File: src/sv/kmp_substring_search_defines.svh
// Assertion helpers shared by the search block.
`ifndef KMP_SUBSTRING_SEARCH_DEFINES_SVH
`define KMP_SUBSTRING_SEARCH_DEFINES_SVH

// Same-cycle implication, sampled on clk_i, idle during reset.
`define KMP_ASSERT_NOW(lbl, ante, cons, msg) \
  lbl: assert property (@(posedge clk_i) disable iff (!rst_ni) (ante) |-> (cons)) \
    else $error(msg);

// Next-cycle implication, sampled on clk_i, idle during reset.
`define KMP_ASSERT_NEXT(lbl, ante, cons, msg) \
  lbl: assert property (@(posedge clk_i) disable iff (!rst_ni) (ante) |=> (cons)) \
    else $error(msg);

`endif

File: src/sv/kmp_pkg.sv
`default_nettype none

package kmp_pkg;

  // Default capacity and text position width
  localparam int unsigned MaxPatternDef   = 64;
  localparam int unsigned PositionBitsDef = 32;

  // Request operation codes
  typedef enum logic [1:0] {
    OP_CLEAR   = 2'd0,
    OP_PATTERN = 2'd1,
    OP_TEXT    = 2'd2,
    OP_END     = 2'd3
  } op_e;

  typedef struct packed {
    op_e        operation;
    logic [7:0] data_byte;
  } in_t;

  typedef struct packed {
    logic        found;
    logic [31:0] position;
  } out_t;

  // Result offered by the sequencer to the output register
  typedef struct packed {
    logic valid;
    out_t rsp;
  } emit_t;

endpackage

`default_nettype wire

File: src/sv/kmp_mem.sv
`default_nettype none

module kmp_mem #(
  parameter int unsigned IdxW = 6
) (
  input  wire logic            clk_i,
  input  wire logic            we_i,
  input  wire logic [IdxW-1:0] waddr_i,
  input  wire logic [7:0]      wpat_i,
  input  wire logic [IdxW-1:0] wfail_i,
  input  wire logic [IdxW-1:0] pat_raddr_i,
  input  wire logic [IdxW-1:0] fail_raddr_i,
  output logic      [7:0]      pat_rdata_o,
  output logic      [IdxW-1:0] fail_rdata_o
);

  localparam int unsigned Depth = 2 ** IdxW;

  logic [7:0]      pat_mem  [Depth];
  logic [IdxW-1:0] fail_mem [Depth];
  logic [7:0]      pat_rdata_q;
  logic [IdxW-1:0] fail_rdata_q;

  // Write pattern byte and its failure entry together
  always_ff @(posedge clk_i) begin
    if (we_i) begin
      pat_mem[waddr_i]  <= wpat_i;
      fail_mem[waddr_i] <= wfail_i;
    end
  end

  // Registered reads, one port per store
  always_ff @(posedge clk_i) begin
    pat_rdata_q  <= pat_mem[pat_raddr_i];
    fail_rdata_q <= fail_mem[fail_raddr_i];
  end

  assign pat_rdata_o  = pat_rdata_q;
  assign fail_rdata_o = fail_rdata_q;

endmodule

`default_nettype wire

File: src/sv/kmp_seq.sv
`default_nettype none

module kmp_seq #(
  parameter int unsigned MAX_PATTERN   = 64,
  parameter int unsigned POSITION_BITS = 32
) (
  input  wire logic          clk_i,
  input  wire logic          rst_ni,
  input  wire logic          in_valid_i,
  output logic               in_stall_o,
  input  wire kmp_pkg::in_t  in_req_i,
  input  wire logic          slot_free_i,
  output kmp_pkg::emit_t     emit_o
);
  import kmp_pkg::*;

  localparam int unsigned IdxW = (MAX_PATTERN > 1) ? $clog2(MAX_PATTERN) : 1;
  localparam int unsigned LenW = $clog2(MAX_PATTERN + 1);
  localparam int unsigned PosW = POSITION_BITS;
  localparam int unsigned SubW = (PosW > LenW) ? PosW : LenW;

  typedef enum logic [4:0] {
    S_IDLE  = 5'b00001,
    S_PINIT = 5'b00010,
    S_LOOK  = 5'b00100,
    S_TEST  = 5'b01000,
    S_EMIT  = 5'b10000
  } state_e;

  state_e           state_q, state_d;
  logic [LenW-1:0]  len_q, len_d;
  logic [LenW-1:0]  match_q, match_d;
  logic [PosW-1:0]  pos_q, pos_d;
  logic             given_q, given_d;
  logic [PosW-1:0]  here_q, here_d;
  logic [IdxW-1:0]  j_q, j_d;
  logic [7:0]       ch_q, ch_d;
  logic             is_text_q, is_text_d;
  logic             found_q, found_d;
  logic             pos_zero_q, pos_zero_d;

  logic             accept;
  logic             we;
  logic [IdxW-1:0]  wfail;
  logic [IdxW-1:0]  fail_raddr;
  logic [7:0]       pat_rdata;
  logic [IdxW-1:0]  fail_rdata;
  logic             eq;
  logic [LenW-1:0]  step_len;
  logic [SubW-1:0]  here_w, back_w, start_w;
  logic [63:0]      start_ext;

  assign accept     = in_valid_i && (state_q == S_IDLE);
  assign in_stall_o = (state_q != S_IDLE);

  // Failure read: last entry on a pattern request, else entry below j
  assign fail_raddr = (state_q == S_IDLE) ? IdxW'(len_q - LenW'(1)) : (j_q - IdxW'(1));

  kmp_mem #(
    .IdxW (IdxW)
  ) u_mem (
    .clk_i        (clk_i),
    .we_i         (we),
    .waddr_i      (len_q[IdxW-1:0]),
    .wpat_i       (ch_d),
    .wfail_i      (wfail),
    .pat_raddr_i  (j_q),
    .fail_raddr_i (fail_raddr),
    .pat_rdata_o  (pat_rdata),
    .fail_rdata_o (fail_rdata)
  );

  // Shared compare unit: extend the prefix or fall back
  assign eq       = (pat_rdata == ch_q);
  assign step_len = eq ? (LenW'(j_q) + LenW'(1)) : '0;

  // Start of match: position minus (length - 1), clamped at zero
  assign here_w    = SubW'(here_q);
  assign back_w    = SubW'(len_q) - SubW'(1);
  assign start_w   = (here_w >= back_w) ? (here_w - back_w) : '0;
  assign start_ext = 64'(start_w);

  always_comb begin
    emit_o.valid        = (state_q == S_EMIT);
    emit_o.rsp.found    = found_q;
    emit_o.rsp.position = pos_zero_q ? 32'd0 : start_ext[31:0];
  end

  // Sequencer
  always_comb begin
    state_d    = state_q;
    len_d      = len_q;
    match_d    = match_q;
    pos_d      = pos_q;
    given_d    = given_q;
    here_d     = here_q;
    j_d        = j_q;
    ch_d       = ch_q;
    is_text_d  = is_text_q;
    found_d    = found_q;
    pos_zero_d = pos_zero_q;
    we         = 1'b0;
    wfail      = '0;
    unique case (state_q)
      S_IDLE: begin
        if (accept) begin
          unique case (in_req_i.operation)
            OP_CLEAR: begin
              len_d   = '0;
              match_d = '0;
              pos_d   = '0;
              given_d = 1'b0;
            end
            OP_PATTERN: begin
              ch_d      = in_req_i.data_byte;
              is_text_d = 1'b0;
              // drop bytes beyond capacity; first byte needs no search
              if (len_q != LenW'(MAX_PATTERN)) begin
                if (len_q == '0) begin
                  we    = 1'b1;
                  len_d = LenW'(1);
                end else begin
                  state_d = S_PINIT;
                end
              end
            end
            OP_TEXT: begin
              here_d    = pos_q;
              ch_d      = in_req_i.data_byte;
              is_text_d = 1'b1;
              if (pos_q != '1) begin
                pos_d = pos_q + PosW'(1);
              end
              if (!given_q) begin
                if (len_q == '0) begin
                  found_d    = 1'b1;
                  pos_zero_d = 1'b1;
                  given_d    = 1'b1;
                  state_d    = S_EMIT;
                end else begin
                  j_d     = (match_q >= len_q) ? '0 : match_q[IdxW-1:0];
                  state_d = S_LOOK;
                end
              end
            end
            OP_END: begin
              if (!given_q) begin
                found_d    = (len_q == '0);
                pos_zero_d = 1'b1;
                state_d    = S_EMIT;
              end
              match_d = '0;
              pos_d   = '0;
              given_d = 1'b0;
            end
            default: ;
          endcase
        end
      end
      S_PINIT: begin
        // start from the failure entry of the last pattern byte
        j_d     = (LenW'(fail_rdata) >= len_q) ? '0 : fail_rdata;
        state_d = S_LOOK;
      end
      S_LOOK: begin
        state_d = S_TEST;
      end
      S_TEST: begin
        if ((j_q != '0) && !eq) begin
          j_d     = (fail_rdata < j_q) ? fail_rdata : '0;
          state_d = S_LOOK;
        end else if (is_text_q) begin
          if (step_len >= len_q) begin
            found_d    = 1'b1;
            pos_zero_d = 1'b0;
            given_d    = 1'b1;
            match_d    = '0;
            state_d    = S_EMIT;
          end else begin
            match_d = step_len;
            state_d = S_IDLE;
          end
        end else begin
          we      = 1'b1;
          wfail   = step_len[IdxW-1:0];
          len_d   = len_q + LenW'(1);
          state_d = S_IDLE;
        end
      end
      S_EMIT: begin
        if (slot_free_i) begin
          state_d = S_IDLE;
        end
      end
      default: begin
        state_d = S_IDLE;
      end
    endcase
  end

  // Control state
  always_ff @(posedge clk_i or negedge rst_ni) begin
    if (!rst_ni) begin
      state_q <= S_IDLE;
      len_q   <= '0;
      match_q <= '0;
      pos_q   <= '0;
      given_q <= 1'b0;
    end else begin
      state_q <= state_d;
      len_q   <= len_d;
      match_q <= match_d;
      pos_q   <= pos_d;
      given_q <= given_d;
    end
  end

  // Working registers
  always_ff @(posedge clk_i) begin
    here_q     <= here_d;
    j_q        <= j_d;
    ch_q       <= ch_d;
    is_text_q  <= is_text_d;
    found_q    <= found_d;
    pos_zero_q <= pos_zero_d;
  end

endmodule

`default_nettype wire

File: src/sv/kmp_substring_search.sv
// Knuth-Morris-Pratt substring search.
// Input channel (in_valid_i / in_stall_o / in_req_i) carries requests: clear
// pattern, append pattern byte, text byte, end of text. A request is taken
// when valid is high and stall is low; stall stays high while one request is
// being worked on.
// Output channel (out_valid_o / out_stall_i / out_rsp_o) carries at most one
// result per text: found=1 with the start index of the first match, or, at
// end of text, found=0 (position 0) when nothing matched.
// Sequencing: clear, end without result, the first pattern byte, dropped
// pattern bytes and text bytes after a result finish in the accepting state.
// Any other text byte takes one lookup plus one per failure-table fallback it
// walks through (at most two lookups per byte amortized), or none with an empty
// pattern; a later pattern byte reads the last failure entry first, then looks
// up likewise. Each lookup is a registered read of the pattern and failure
// memories followed by the shared byte compare. Results pass the output register.
// A waiting result does not block the next request; a second result waits
// inside the block while the receiver stalls, holding the input stalled.
// Reset clears pattern length, match state and position; stores need no
// clearing pass.
`default_nettype none

`include "kmp_substring_search_defines.svh"

module kmp_substring_search #(
  parameter int unsigned MAX_PATTERN   = kmp_pkg::MaxPatternDef,
  parameter int unsigned POSITION_BITS = kmp_pkg::PositionBitsDef
) (
  input  wire logic          clk_i,
  input  wire logic          rst_ni,
  input  wire logic          in_valid_i,
  output logic               in_stall_o,
  input  wire kmp_pkg::in_t  in_req_i,
  output logic               out_valid_o,
  input  wire logic          out_stall_i,
  output kmp_pkg::out_t      out_rsp_o
);
  import kmp_pkg::*;

  emit_t emit;
  logic  slot_free;
  logic  out_valid_q, out_valid_d;
  out_t  out_rsp_q;

  kmp_seq #(
    .MAX_PATTERN   (MAX_PATTERN),
    .POSITION_BITS (POSITION_BITS)
  ) u_seq (
    .clk_i       (clk_i),
    .rst_ni      (rst_ni),
    .in_valid_i  (in_valid_i),
    .in_stall_o  (in_stall_o),
    .in_req_i    (in_req_i),
    .slot_free_i (slot_free),
    .emit_o      (emit)
  );

  // Output register frees when empty or when its result is taken
  assign slot_free = !out_valid_q || !out_stall_i;

  always_comb begin
    out_valid_d = out_valid_q && out_stall_i;
    if (emit.valid && slot_free) begin
      out_valid_d = 1'b1;
    end
  end

  always_ff @(posedge clk_i or negedge rst_ni) begin
    if (!rst_ni) begin
      out_valid_q <= 1'b0;
    end else begin
      out_valid_q <= out_valid_d;
    end
  end

  // Load result payload
  always_ff @(posedge clk_i) begin
    if (emit.valid && slot_free) begin
      out_rsp_q <= emit.rsp;
    end
  end

  assign out_valid_o = out_valid_q;
  assign out_rsp_o   = out_rsp_q;

  // Checks
  `KMP_ASSERT_NEXT(a_emit_hold, emit.valid && !slot_free, emit.valid,
                   "pending result dropped while output register busy")
  `KMP_ASSERT_NEXT(a_clear_one_cycle,
                   in_valid_i && !in_stall_o && (in_req_i.operation == OP_CLEAR),
                   !in_stall_o && !emit.valid, "clear request did not finish in one cycle")
  `KMP_ASSERT_NOW(a_notfound_zero, out_valid_o && !out_rsp_o.found,
                  out_rsp_o.position == 32'd0, "not-found result with nonzero position")
  `KMP_ASSERT_NOW(a_emit_stalls_input, emit.valid, in_stall_o,
                  "request accepted while a result is pending")

endmodule

`default_nettype wire
File: config.mk
export PLATFORM = sky130hd
export DESIGN_NAME = kmp_substring_search
export DESIGN_NICKNAME = d
export VERILOG_FILES = /design/src/sv/kmp_pkg.sv /design/src/sv/kmp_mem.sv /design/src/sv/kmp_seq.sv /design/src/sv/kmp_substring_search.sv
export VERILOG_INCLUDE_DIRS = /design/src /design/src/sv
export SDC_FILE = /design/constraint.sdc
export NUM_CORES = 1
export LEC_CHECK = 0
export ABC_AREA = 1
export BUFFER_PORTS_ARGS = -buffer_cell sky130_fd_sc_hd__buf_2
export CORE_UTILIZATION = 45
export CTS_CLUSTER_SIZE = 12
export DETAILED_ROUTE_END_ITERATION = 16
export SKIP_CTS_REPAIR_TIMING = 1
export SYNTH_ARGS = -nofsm -noshare
export SYNTH_HDL_FRONTEND = slang
export SYNTH_SLANG_ARGS = --single-unit
export TNS_END_PERCENT = 1
File: constraint.sdc
create_clock -name clk_i -period 9.8 [get_ports clk_i]
set_input_delay 2.94 -clock clk_i [delete_from_list [all_inputs] [get_ports clk_i]]
set_output_delay 2.94 -clock clk_i [all_outputs]
set_load 0.1 [all_outputs]
Word level (Yosys, flattened, before mapping):

Memory sizes are Yosys's and may differ from the RTL's. A register that Yosys moved wholly into a read port is not among the register bits.
Index checks and enable logic that the tools add are counted.

* flip-flop bits (word level): 135
* RAM bits: 896
* memories kept: 2

Memories
* u_seq.u_mem.pat_mem: words 64, bits a word 8, rd ports 1, clocked after memory_dff 1, wr ports 1, line kmp_mem.sv:19 `logic [7:0] pat_mem [Depth];`
* u_seq.u_mem.fail_mem: words 64, bits a word 6, rd ports 1, clocked after memory_dff 1, wr ports 1, line kmp_mem.sv:20 `logic [IdxW-1:0] fail_mem [Depth];`

* add/sub/neg operators: 7
* magnitude comparators: 5
* equality and inequality tests: 34
* multiplexer cells: 75
* bitwise gates (word level): 1
* reductions and logical operators: 27

Operators by type and width (number)
* $mux 7: 11
* $mux 6: 12
* $pmux 32 s2: 1
* $mux 5: 10
* $pmux 7 s2: 3
* $add 32x1->32 const B: 1
* $ge 32x32->1: 1
* $mux 32: 1
* $ne 32x32->1 const B: 1
* $sub 32x32->32: 1
* $ne 3x3->1 const B: 9
* $pmux 5 s5: 1
* $mux 8: 3
* $mux 1: 23
* $pmux 6 s3: 1
* $pmux 1 s2: 8
* $pmux 5 s3: 1
* $ge 7x7->1: 2
* $reduce_and 7->1: 2
* $ne 2x1->1 const B: 6
* $ne 2x2->1 const B: 6
* $reduce_and 6->1: 2
* $sub 6x1->6 const B: 2
* $reduce_and 9->1: 1
* other kinds (29): 40

Longest topological paths before layout:

Gate-level depths: netlist (run 1).

* depth after elaboration: 8
* gate-level depth with buffers: 19
* depth with buffers taken out: 17

Modules after synthesis:

From an unflattened synthesis (run 1), not the netlist that was laid out.

* cell total of the unflattened synthesis: 4520
* area total of the unflattened synthesis: 46917.5 um2

By module, submodules not included
* kmp_mem: instances 1, cells an instance 3094, area each 36717.7 um2, sequential area each 27186.1 um2
* kmp_seq: instances 1, cells an instance 1388, area each 9167.5 um2, sequential area each 2693.8 um2
* kmp_substring_search: instances 1, cells an instance 38, area each 1032.2 um2, sequential area each 1016.0 um2

Least setup slack after synthesis (run 1):

Ideal clock, no wire load.

* path kind: input-to-reg
* start point: input port in_req_i[8] (netlist name)
* end point: memory u_seq.u_mem.pat_mem[0][0], data pin
* library setup time: 0.709 ns
* arrival time: 6.409 ns
* setup slack: 2.682 ns
* cell stages on the path: 7
* path buffers: 2
* path through: inv_1 -> ha_1 -> clkbuf_1 -> clkinv_1 -> nor2_1 -> clkbuf_1 -> o21ai_0

* longest elaborated chain between the ends: 5
* elaborated cells between the ends (all ways): 6

Ends and longest elaborated chain
* start: declaration: line kmp_substring_search.sv:32 `input wire kmp_pkg::in_t in_req_i,`
* $eq 2x1->1 or $eq 2x2->1 (tied branches): line kmp_seq.sv:107 `unique case (in_req_i.operation)`
* $reduce_or 2->1 (no source line) *
* $mux 8 *: line kmp_seq.sv:107
* $mux 8 *: line kmp_seq.sv:106 `if (accept) begin`
* $mux 8 *: line kmp_seq.sv:104 `unique case (state_q)`
* named net u_seq.ch_d[0]: line kmp_seq.sv:37 `logic [7:0] ch_q, ch_d;`
* end: declaration: line kmp_mem.sv:19

The timed path passes the listed nets; every way through them passes the cells marked *.

Worst setup path in the final report (run 1):

* start point: input port in_req_i[8] (netlist name)
* end point: memory u_seq.u_mem.pat_mem[50][4], data pin

The elaborated chain is that of the path after synthesis.

==> run summary, run 1 <==
The total congestion overflow was 0. Timing analysis after detailed placement gives a worst setup slack of 3.51 ns. Leaving out fill and tap cells, the most frequent cell in the layout is sky130_fd_sc_hd__edfxtp_1.

The mean routed wirelength per cell is 22.0 um. The pre-antenna-repair detailed-routing pass consisted of 8 iterations. For the pin with the worst max-slew slack, the measured transition is 1.39 ns. The tools report the cell leakage power as 19.4 nW. For the area inside the core boundary, the log shows 102000 sq um.

On the final layout, the worst clock skew is 0.0306 ns. The total CTS buffers is 110, and the clock network latency to the later pin of the worst-skew pair is 0.72 ns. Sum of negative setup slack: 0 ns.

The min-delay analysis places its worst path in the category reg2reg. The worst setup path is launched from an input port. IR analysis of the VDD net gives a maximum drop of 361 uV. The tools report the half-perimeter wire length after detailed placement as 77900 um. The total number of placement rows was 117; the area enclosed by the die boundary was 104000 sq um. For this block, the via count after detailed routing is 32.2k.

Library cell with the largest summed area after synthesis: sky130_fd_sc_hd__edfxtp_1. Starting density of the core: 45.5%. In this run the count of I/O pins placed on the die edge is 49.

The fraction of layout instances using a drive strength above 1 was 8.10%. For the total area of multi-input combinational cells, the log shows 12800 sq um. Counting both buffers and inverters, the worst setup path holds a total of 6. Counting flops with a built-in enable in the synthesized netlist gives 970.

Counting every instance in the synthesized netlist gives 4304. The tools report the wire length of the first global-routing pass as 191000 um. Total count of max-transition violations in the final report: 0. During synthesis, Yosys emitted a total of 0 warnings.

For the level count of the clock H-tree, the log shows 3. The highest clock frequency the design can meet is 182 MHz, and the ratio of final minimum period to clock period is 56.2%. The detailed router finished its first iteration with 3369 violations.

The top cell types in the final layout, fill and taps aside, are sky130_fd_sc_hd__edfxtp_1, sky130_fd_sc_hd__nand2_1, sky130_fd_sc_hd__nand3_1. The placer's final routability congestion estimate is 0.910, and the total number of clock tree sinks is 1045. Dividing the synthesized area by the synthesized cell count gives 10.8 sq um. Relative to the synthesized area, the layout overhead comes to 11.6%. From bottom edge to top edge, the die measures 323 um.

The tool flagged a number of max-cap violations equal to 0. The total nets after synthesis was 4387. The x dimension of the die is 323 um, and the power density normalized to cell area is 353 nW/um^2. Setup repair after global routing left no endpoint under its margin.

In the routed layout, each cell is associated on average with a via count of 5.55. The tools report the initial antenna violation count as 0. Setup violations remaining at the end of the flow were counted as 0. Of all flip-flops after synthesis, the portion carrying an async set or reset was 5.07%.

The logs give 30.7k for the number of global-route vias before repair and 187 for the pin count of the biggest net entering global routing. The flow ran to the end, and the final reports show no timing, DRC or antenna violations. The run gives 24.7% as the total routing usage reported by global routing. The tools report the kind of end point of the critical path as a flop. Yosys attributes the largest share of cell area to sky130_fd_sc_hd__edfxtp_1, sky130_fd_sc_hd__nand2_1, sky130_fd_sc_hd__nand3_1.

TritonCTS built the clock tree. Fill cells in the final layout number 9073. Peak per-stage delay on the critical path: 0.71 ns.

The post-layout minimum cycle time was 5.51 ns; the count of cell types in the netlist was 55. In this run the worst path has a maximum fanout of 33. The clock-pin slew reported for the worst setup and hold paths after clock tree synthesis is 0.06 ns, and the number of I/O port buffers is 48. Summing every instance area after synthesis gives 46400 sq um. STA puts the critical path data required time at 10.18 ns.

Across all hold checks on the routed design, the worst slack comes to 0.422 ns. Counting along the longest clock path gives a buffer depth of 3. The fraction of synthesized cell area taken by the top area cell type is 62.8%. Number of failing hold endpoints at the final stage: 0.

The tools report the root buffer cell as sky130_fd_sc_hd__clkbuf_16. The critical setup path kind was in2reg. Among all flip-flop cells after synthesis, the most frequent one is sky130_fd_sc_hd__edfxtp_1.

Library cell contributing the largest single delay on the critical path: sky130_fd_sc_hd__ha_1. The final layout contains 4420 nets. The critical path goes through buf_2 > inv_1 > ha_1 > clkinv_1 > nor2_1 > buf_4 > inv_1 > nand2_1 > nand2_2 > buf_4. The area taken by flip-flops and latches is 30900 sq um.

The tools report the worst endpoint data arrival time as 5.89 ns. Headroom to the max-slew limit came out at 6.66%. Category of cells accounting for the largest share of critical-path delay: buffers and inverters. The total routed wirelength was 128000 um; the count of antenna-violating nets left after detailed routing was 0. The proportion of synthesized chip area in sequential cells is 66.6%, and the smallest setup slack after layout is 4.29 ns.

In the routed design, unresolved DRC markers number 0. The synthesized design contains 1045 register bits.
[path summary, 6_finish.rpt]
kind                       cells past startpoint  slack, ns                          end     startpoint
max                                           10       4.29   u_seq.u_mem.pat_mem[50][4]    in_req_i[8]
min                                            0       0.42                out_rsp_o[32]  u_seq.found_q
max reg2reg                                   12       4.63  u_seq.u_mem.fail_rdata_o[5]   u_seq.j_q[0]
min reg2reg                                    0       0.42                out_rsp_o[32]  u_seq.found_q
max in group asynchronous                      2       6.90                  out_valid_o         rst_ni
min in group asynchronous                      2       2.37              u_seq.pos_q[25]         rst_ni
[area by class of cell]
cell class	count	area share, %
well taps	1368	3.31
clock inverters	47	0.939
inverters	509	3.73
flip-flops and latches	1045	59.7
diodes	1	0.00484
multi-input cells	2540	24.7
clock buffers	159	5.91
repair buffers	131	1.72
[sequential cells by signal, indices dropped and copies added (netlist names), 5 cells and up]
register and count:
u_seq.u_mem.fail_rdata_o 6, u_seq.u_mem.pat_rdata_o 8, u_seq.here_q 32, u_seq.match_q 7
out_rsp_o 33, u_seq.u_mem.pat_mem 512, u_seq.state_q 5, u_seq.pos_q 32
u_seq.j_q 6, u_seq.len_q 7, u_seq.u_mem.fail_mem 384, u_seq.ch_q 8
[kinds of logic (layout without fill, tap and decap cells)]
logic type | Yosys count | in the layout | share of synthesized area [%]
adder cells (fa/ha/maj) | 69 | 69 | 1.88
AO/OA/AOI/OAI | 611 | 611 | 7.61
other | 0 | 1 | 0
flip-flops | 1045 | 1045 | 66.6
AND/OR/NAND/NOR | 1821 | 1821 | 16.9
XOR/XNOR | 39 | 39 | 0.785
buffers and inverters | 719 | 846 | 6.14
[synthesized netlist by cell type, types with 40 or more instances]
master,count
sky130_fd_sc_hd__buf_2,70
sky130_fd_sc_hd__nor2_1,462
sky130_fd_sc_hd__nand3_1,508
sky130_fd_sc_hd__a21oi_1,100
sky130_fd_sc_hd__nand4_1,40
sky130_fd_sc_hd__clkbuf_1,115
sky130_fd_sc_hd__nand2_1,704
sky130_fd_sc_hd__o21ai_0,314
sky130_fd_sc_hd__o22ai_1,85
sky130_fd_sc_hd__ha_1,68
sky130_fd_sc_hd__nor3_1,50
sky130_fd_sc_hd__dfrtp_1,52
sky130_fd_sc_hd__edfxtp_1,970
sky130_fd_sc_hd__inv_1,491
sky130_fd_sc_hd__o221ai_1,49
[through the flow]
stage | total power [mW] | instances | util, % | area (sq um)
3_5_place_dp | 14.2 | 5591 | 47.3 | 48200
5_1_grt | 19.2 | 5799 | 50.8 | 51700
3_3_place_gp | 14.1 | 5591 | 47.3 | 48200
2_1_floorplan | 11.1 | 4304 | - | 46400
6_report | 18.3 | 5800 | 50.8 | 51700
4_1_cts | 18.2 | 5797 | 50.7 | 51700
[per-layer routing]
metal  track usage [%]  up-vias  part of all wire (%)  wire [um]
met5                 0        -                     0          0
met4              10.7        0                   3.9       5020
met3              3.97      266                   7.5       9570
met2              40.0     1304                    48      60800
met1              32.8    15611                    41      52500
li1                  -    15022                     -          -
[report_power, final]
part	total [mW]	leakage [nW]	internal, mW	switching [mW]
Combinational	8.71	7.89	2.18	6.54
Sequential	5.48	9.82	5.37	0.112
Clock	4.09	1.72	2.37	1.71
Total	18.3	19.4	9.92	8.36
Note: power is estimated with default switching activity, not from simulation.
==> run 2, diff against run 1 <==
--- a/config.mk
+++ b/config.mk
@@ -6,7 +6,7 @@
 export SDC_FILE = /design/constraint.sdc
 export NUM_CORES = 1
 export LEC_CHECK = 0
-export ABC_AREA = 1
+export ABC_AREA = 0
 export BUFFER_PORTS_ARGS = -buffer_cell sky130_fd_sc_hd__buf_2
 export CORE_UTILIZATION = 45
 export CTS_CLUSTER_SIZE = 12
==> constraint.sdc (replaced) <==
create_clock -name clk_i -period 4.75 [get_ports clk_i]
set_input_delay 1.425 -clock clk_i [delete_from_list [all_inputs] [get_ports clk_i]]
set_output_delay 1.425 -clock clk_i [all_outputs]
set_load 0.1 [all_outputs]
==> run 2 against run 1 <==
Net effect: sequential share of layout area up 3.4 points; largest cell class unchanged; via count down 30%; synthesized cell count down 46%; non-clock buffer count up 39; setup slack worse by 3.7 ns; wire length down 18%; highest routed layer is now met5; clock skew down 0.0083 ns; count of clock-buffer cells in the layout down 11; global-route usage down 2.8 points; power up 69%; worst hold slack better by 0.044 ns; area after synthesis down 6.9%.
==> run summary, run 2 <==
Count of antenna-violating nets left after detailed routing: 0 (unchanged). Capture instance of the worst register-to-register path: out_rsp_o[17]. The power density normalized to cell area came out at 632 nW/um^2 (+79%). The dominant combinational cell family by area after synthesis is multiplexers.

The tools report the total CTS buffers as 108 (-1.8%). The number of vias per cell after detailed routing is 5.84 (+5.2%), and the area share of xor/xnor cells in the synthesized design is 1.18% (+0.39 points). The vertical die dimension was 312 um (-3.5%).

TritonCTS built the clock tree. By instance count, the leading cell after synthesis is sky130_fd_sc_hd__edfxtp_1. The number of enable-type register cells in the synthesized netlist is 970 (unchanged), and the half-perimeter wire length after detailed placement is 67200 um (-14%).

First-pass iteration count of the detailed router: 5 (-3). The post-layout minimum cycle time was 4.18 ns. The flow ran to the end, and the final reports show no timing, DRC or antenna violations. The worst setup path is launched from a flop. The fraction of synthesized cell area taken by the top area cell type is 67.5% (+4.7 points), and the number of global-route vias before repair is 22.9k (-25%). The synthesized design spends more area on one cell type than any other, namely sky130_fd_sc_hd__edfxtp_1. Walking the worst path, the cells encountered are inv_1 > ha_1 > nand2b_1 > nor4_1 > xnor2_1 > ha_1 > a2111o_1 > o211ai_1 > a211o_1 > o21ai_0 > a2111oi_0 > a41oi_1 > a21oi_1. Share of synthesized flip-flops with an asynchronous set or reset: 5.07% (unchanged). The cell depth of the worst hold path works out to 0 (unchanged).

The total number of placement rows is 113 (-3.4%). The path with the worst hold slack has its endpoint at out_rsp_o[32]. Sorting the synthesized cells by area gives the leading types as sky130_fd_sc_hd__edfxtp_1, sky130_fd_sc_hd__mux4_2, sky130_fd_sc_hd__dfrtp_1. Area enclosed by the die boundary: 97100 sq um (-6.9%). The run gives 71 (+29%) as the count of cell types in the netlist. Total DRC errors in the routed layout: 0 (unchanged). The flip-flop count of the largest register after layout works out to 512 (unchanged). The number of antenna cells inserted was 0 (-1). The library cell used most frequently in the layout, excluding fill and tap cells, is sky130_fd_sc_hd__edfxtp_1. The peak per-stage delay on the critical path was 0.52 ns (-0.19 ns). The initial DRC count was 2074 (-38%). The placer's final routability congestion estimate is 0.874 (-4.0%). The ratio of final minimum period to clock period works out to 88.1%. The flip-flop and latch count after synthesis works out to 1045 (unchanged). The run gives 0 ns (unchanged) as the sum of negative setup slack. Counting instances in the post-synthesis netlist gives the leading cell types as sky130_fd_sc_hd__edfxtp_1, sky130_fd_sc_hd__mux4_2, sky130_fd_sc_hd__nor2_1. The area of the mapped netlist came out at 43200 sq um (-6.9%). Worst endpoint data arrival time: 4.72 ns (-1.17 ns).

The worst setup path is captured at a flop. The simple logic cell fraction of the synthesized area is 4.84% (-12 points). Data required time at the worst endpoint: 5.28 ns (-4.90 ns). The number of filler cells placed in the layout came out at 7686 (-15%). The maximum vdd ir drop is 491 uV (+36%). The max-slew headroom at the worst pin was 16.9% (+10 points); the total nets after synthesis was 2423 (-45%).

The tools report the number of buffers on the longest clock path as 3 (unchanged). Counting flops per register, the top entry is u_seq.u_mem.pat_mem. Leaving out fill and tap cells, the most frequent cells in the layout are sky130_fd_sc_hd__edfxtp_1, sky130_fd_sc_hd__mux4_2, sky130_fd_sc_hd__nor2_1. The run gives 2604 (-41%) as the net total in the final layout. The area fraction in compound gates after synthesis was 3.96% (-3.7 points). The number of I/O port buffers is 48 (unchanged), and the proportion of synthesized chip area in sequential cells is 71.6% (+5.0 points). The warning count from the yosys run is 0 (unchanged). Total routed wirelength: 105000 um (-18%). For the cell leakage power, the log shows 15.7 nW (-19%). The logs give 0 (unchanged) for the max-cap violation count and 155000 um (-19%) for the wire length of the first global-routing pass. The highest clock frequency the design can meet is 239 MHz, and the I/O pin total is 49 (unchanged).

Setup repair after global routing left no endpoint under its margin. The run gives 0.69 ns (-0.03 ns) as the clock network latency to the later pin of the worst-skew pair. The total number of clock tree sinks was 1045 (unchanged). The level count of the clock H-tree was 3 (unchanged). Number of cells traversed by the worst register-to-register path: 13 (+1). The tools report the starting density of the core as 45.4% (-0.082 points). The critical path is of the reg2reg type.

The launch instance of the worst register-to-register path was u_seq.len_q[1]. For the share of the core filled with cells, the log shows 51.5% (+0.71 points). The synthesized area divided by synthesized cell count is 18.4 sq um (+71%), and the largest clock skew in the final design is 0.0223 ns (-0.00829 ns). In this run the clock root is driven by a sky130_fd_sc_hd__clkbuf_16.

The clock-pin slew reported for the worst setup and hold paths after clock tree synthesis is 0.06 ns (about the same). The total of endpoints with negative setup slack in the final report is 0 (unchanged). The total vias in the final route is 22.6k (-30%).

The type of the worst min-delay path is reg2reg. The number of failing hold endpoints at the final stage is 0 (unchanged). The library cell appearing most often on the critical path is sky130_fd_sc_hd__ha_1.

The x dimension of the die came out at 312 um (-3.5%). The area growth from synthesis to layout is 13.4%. In the synthesized netlist the dominant register cell turns out to be sky130_fd_sc_hd__edfxtp_1.

The run gives 0 (unchanged) as the total congestion overflow. The worst hold path begins at u_seq.found_q. For the pin count of the biggest net entering global routing, the log shows 97 (-48%). The fraction of layout instances using a drive strength above 1 works out to 23.2% (+15 points).

The tools report the slack of the worst reg-to-reg path as 0.57 ns (-4.06 ns). The logs give 0 (unchanged) for the total count of max-transition violations in the final report and 95000 sq um (-6.7%) for the area inside the core boundary. Initial antenna violation count: 9 (+9). The tools report the total routing usage reported by global routing as 21.9% (-2.8 points). The mean routed wirelength per cell works out to 27.2 um (+23%).

The transition at the pin with the smallest max-transition slack is 1.24 ns (-0.151 ns), and the critical-path maximum fanout is 9 (-73%). The post-synthesis share of cell area spent on full adders, half adders and majority gates was 2.02% (+0.14 points); the synthesized netlist cell count was 2340 (-46%). Mux cell area share after synthesis: 15.0% (+15 points).

The slowest stage of the critical path belongs to the cell sky130_fd_sc_hd__nor4_1.
[run 2: changes by cell type after synthesis, moves of 80 or more]
cell and delta:
sky130_fd_sc_hd__mux4_2 +262, sky130_fd_sc_hd__o21ai_0 -265, sky130_fd_sc_hd__o22ai_1 -80, sky130_fd_sc_hd__inv_1 -450, sky130_fd_sc_hd__nand3_1 -455, sky130_fd_sc_hd__nor2_1 -305
sky130_fd_sc_hd__nand2_1 -589
[run 2: layer usage]
layer / track usage [%] / wire, um / part of all wire, % / vias up
li1: - / - / - / 9850
met3: 4.98 / 7750 / 7.4 / 183
met2: 35.2 / 50500 / 48 / 746
met5: 0 / 20 / 0.019 / -
met4: 7.54 / 3480 / 3.3 / 4
met1: 29.4 / 43400 / 41 / 11796
[run 2: layout make-up]
type / count / area [sq um] / share of cell area (%)
tap: 1265 / 1580 / 3.24
inverter: 43 / 161 / 0.330
timing repair buffer: 170 / 1270 / 2.59
multi-input combinational: 1153 / 11800 / 24.0
clock buffer: 148 / 2910 / 5.94
clock inverter: 43 / 345 / 0.706
sequential: 1045 / 30900 / 63.2
[run 2: how the worst max path moves through the flow]
| stage | slack [ns] | cells past startpoint | startpoint | endpoint |
|---|---|---|---|---|
| 6_report | 0.57 | 13 | u_seq.len_q[1] | out_rsp_o[17] |
| 2_1_floorplan | 0.06 | 7 | u_seq.j_q[1] | u_seq.u_mem.fail_mem[0][1] |
| 3_3_place_gp | 0.72 | 14 | u_seq.len_q[1] | out_rsp_o[29] |
| 4_1_cts | 0.58 | 13 | u_seq.len_q[1] | out_rsp_o[17] |
| 5_1_grt | 0.09 | 13 | u_seq.len_q[1] | out_rsp_o[17] |
| 3_5_place_dp | 0.60 | 13 | u_seq.len_q[1] | out_rsp_o[17] |
[run 2: worst max-delay path: cells and delay by family, from the launching register on]
family | cells | cell delay (ns)
AO/OA/AOI/OAI | 7 | 1.84
XOR/XNOR | 1 | 0.22
adder cells (fa/ha/maj) | 2 | 0.64
buffers and inverters | 1 | 0.28
flip-flops | 1 | 0.45
AND/OR/NAND/NOR | 2 | 0.60
[run 2: cells by family after synthesis]
group	count (synthesis)
AOI/OAI and AO/OA	252
buffers and inverters	142
muxes	319
DFF	1045
adders and majority gates	69
and+or+nand+nor	457
xor gates and xnor gates	56
[run 2: where the power goes]
group	internal [mW]	leakage (nW)	total [mW]	switching (mW)
logic	4.18	5.02	11.7	7.47
registers	11.2	9.09	11.5	0.296
clock network	4.42	1.57	7.83	3.41
[run 2: stage by stage]
stage          cells  power [mW]  area, sq um  hold slack, ns  setup slack [ns]
2_1_floorplan   2340        19.2        43200           0.400            0.0645
3_5_place_dp    3676        23.3        45700           0.453             0.599
5_1_grt         3867        32.4        48900           0.471            0.0927
4_1_cts         3867        31.2        48900           0.467             0.583
6_report        3867        30.9        48900           0.467             0.566
3_3_place_gp    3676        23.2        45700           0.419             0.716
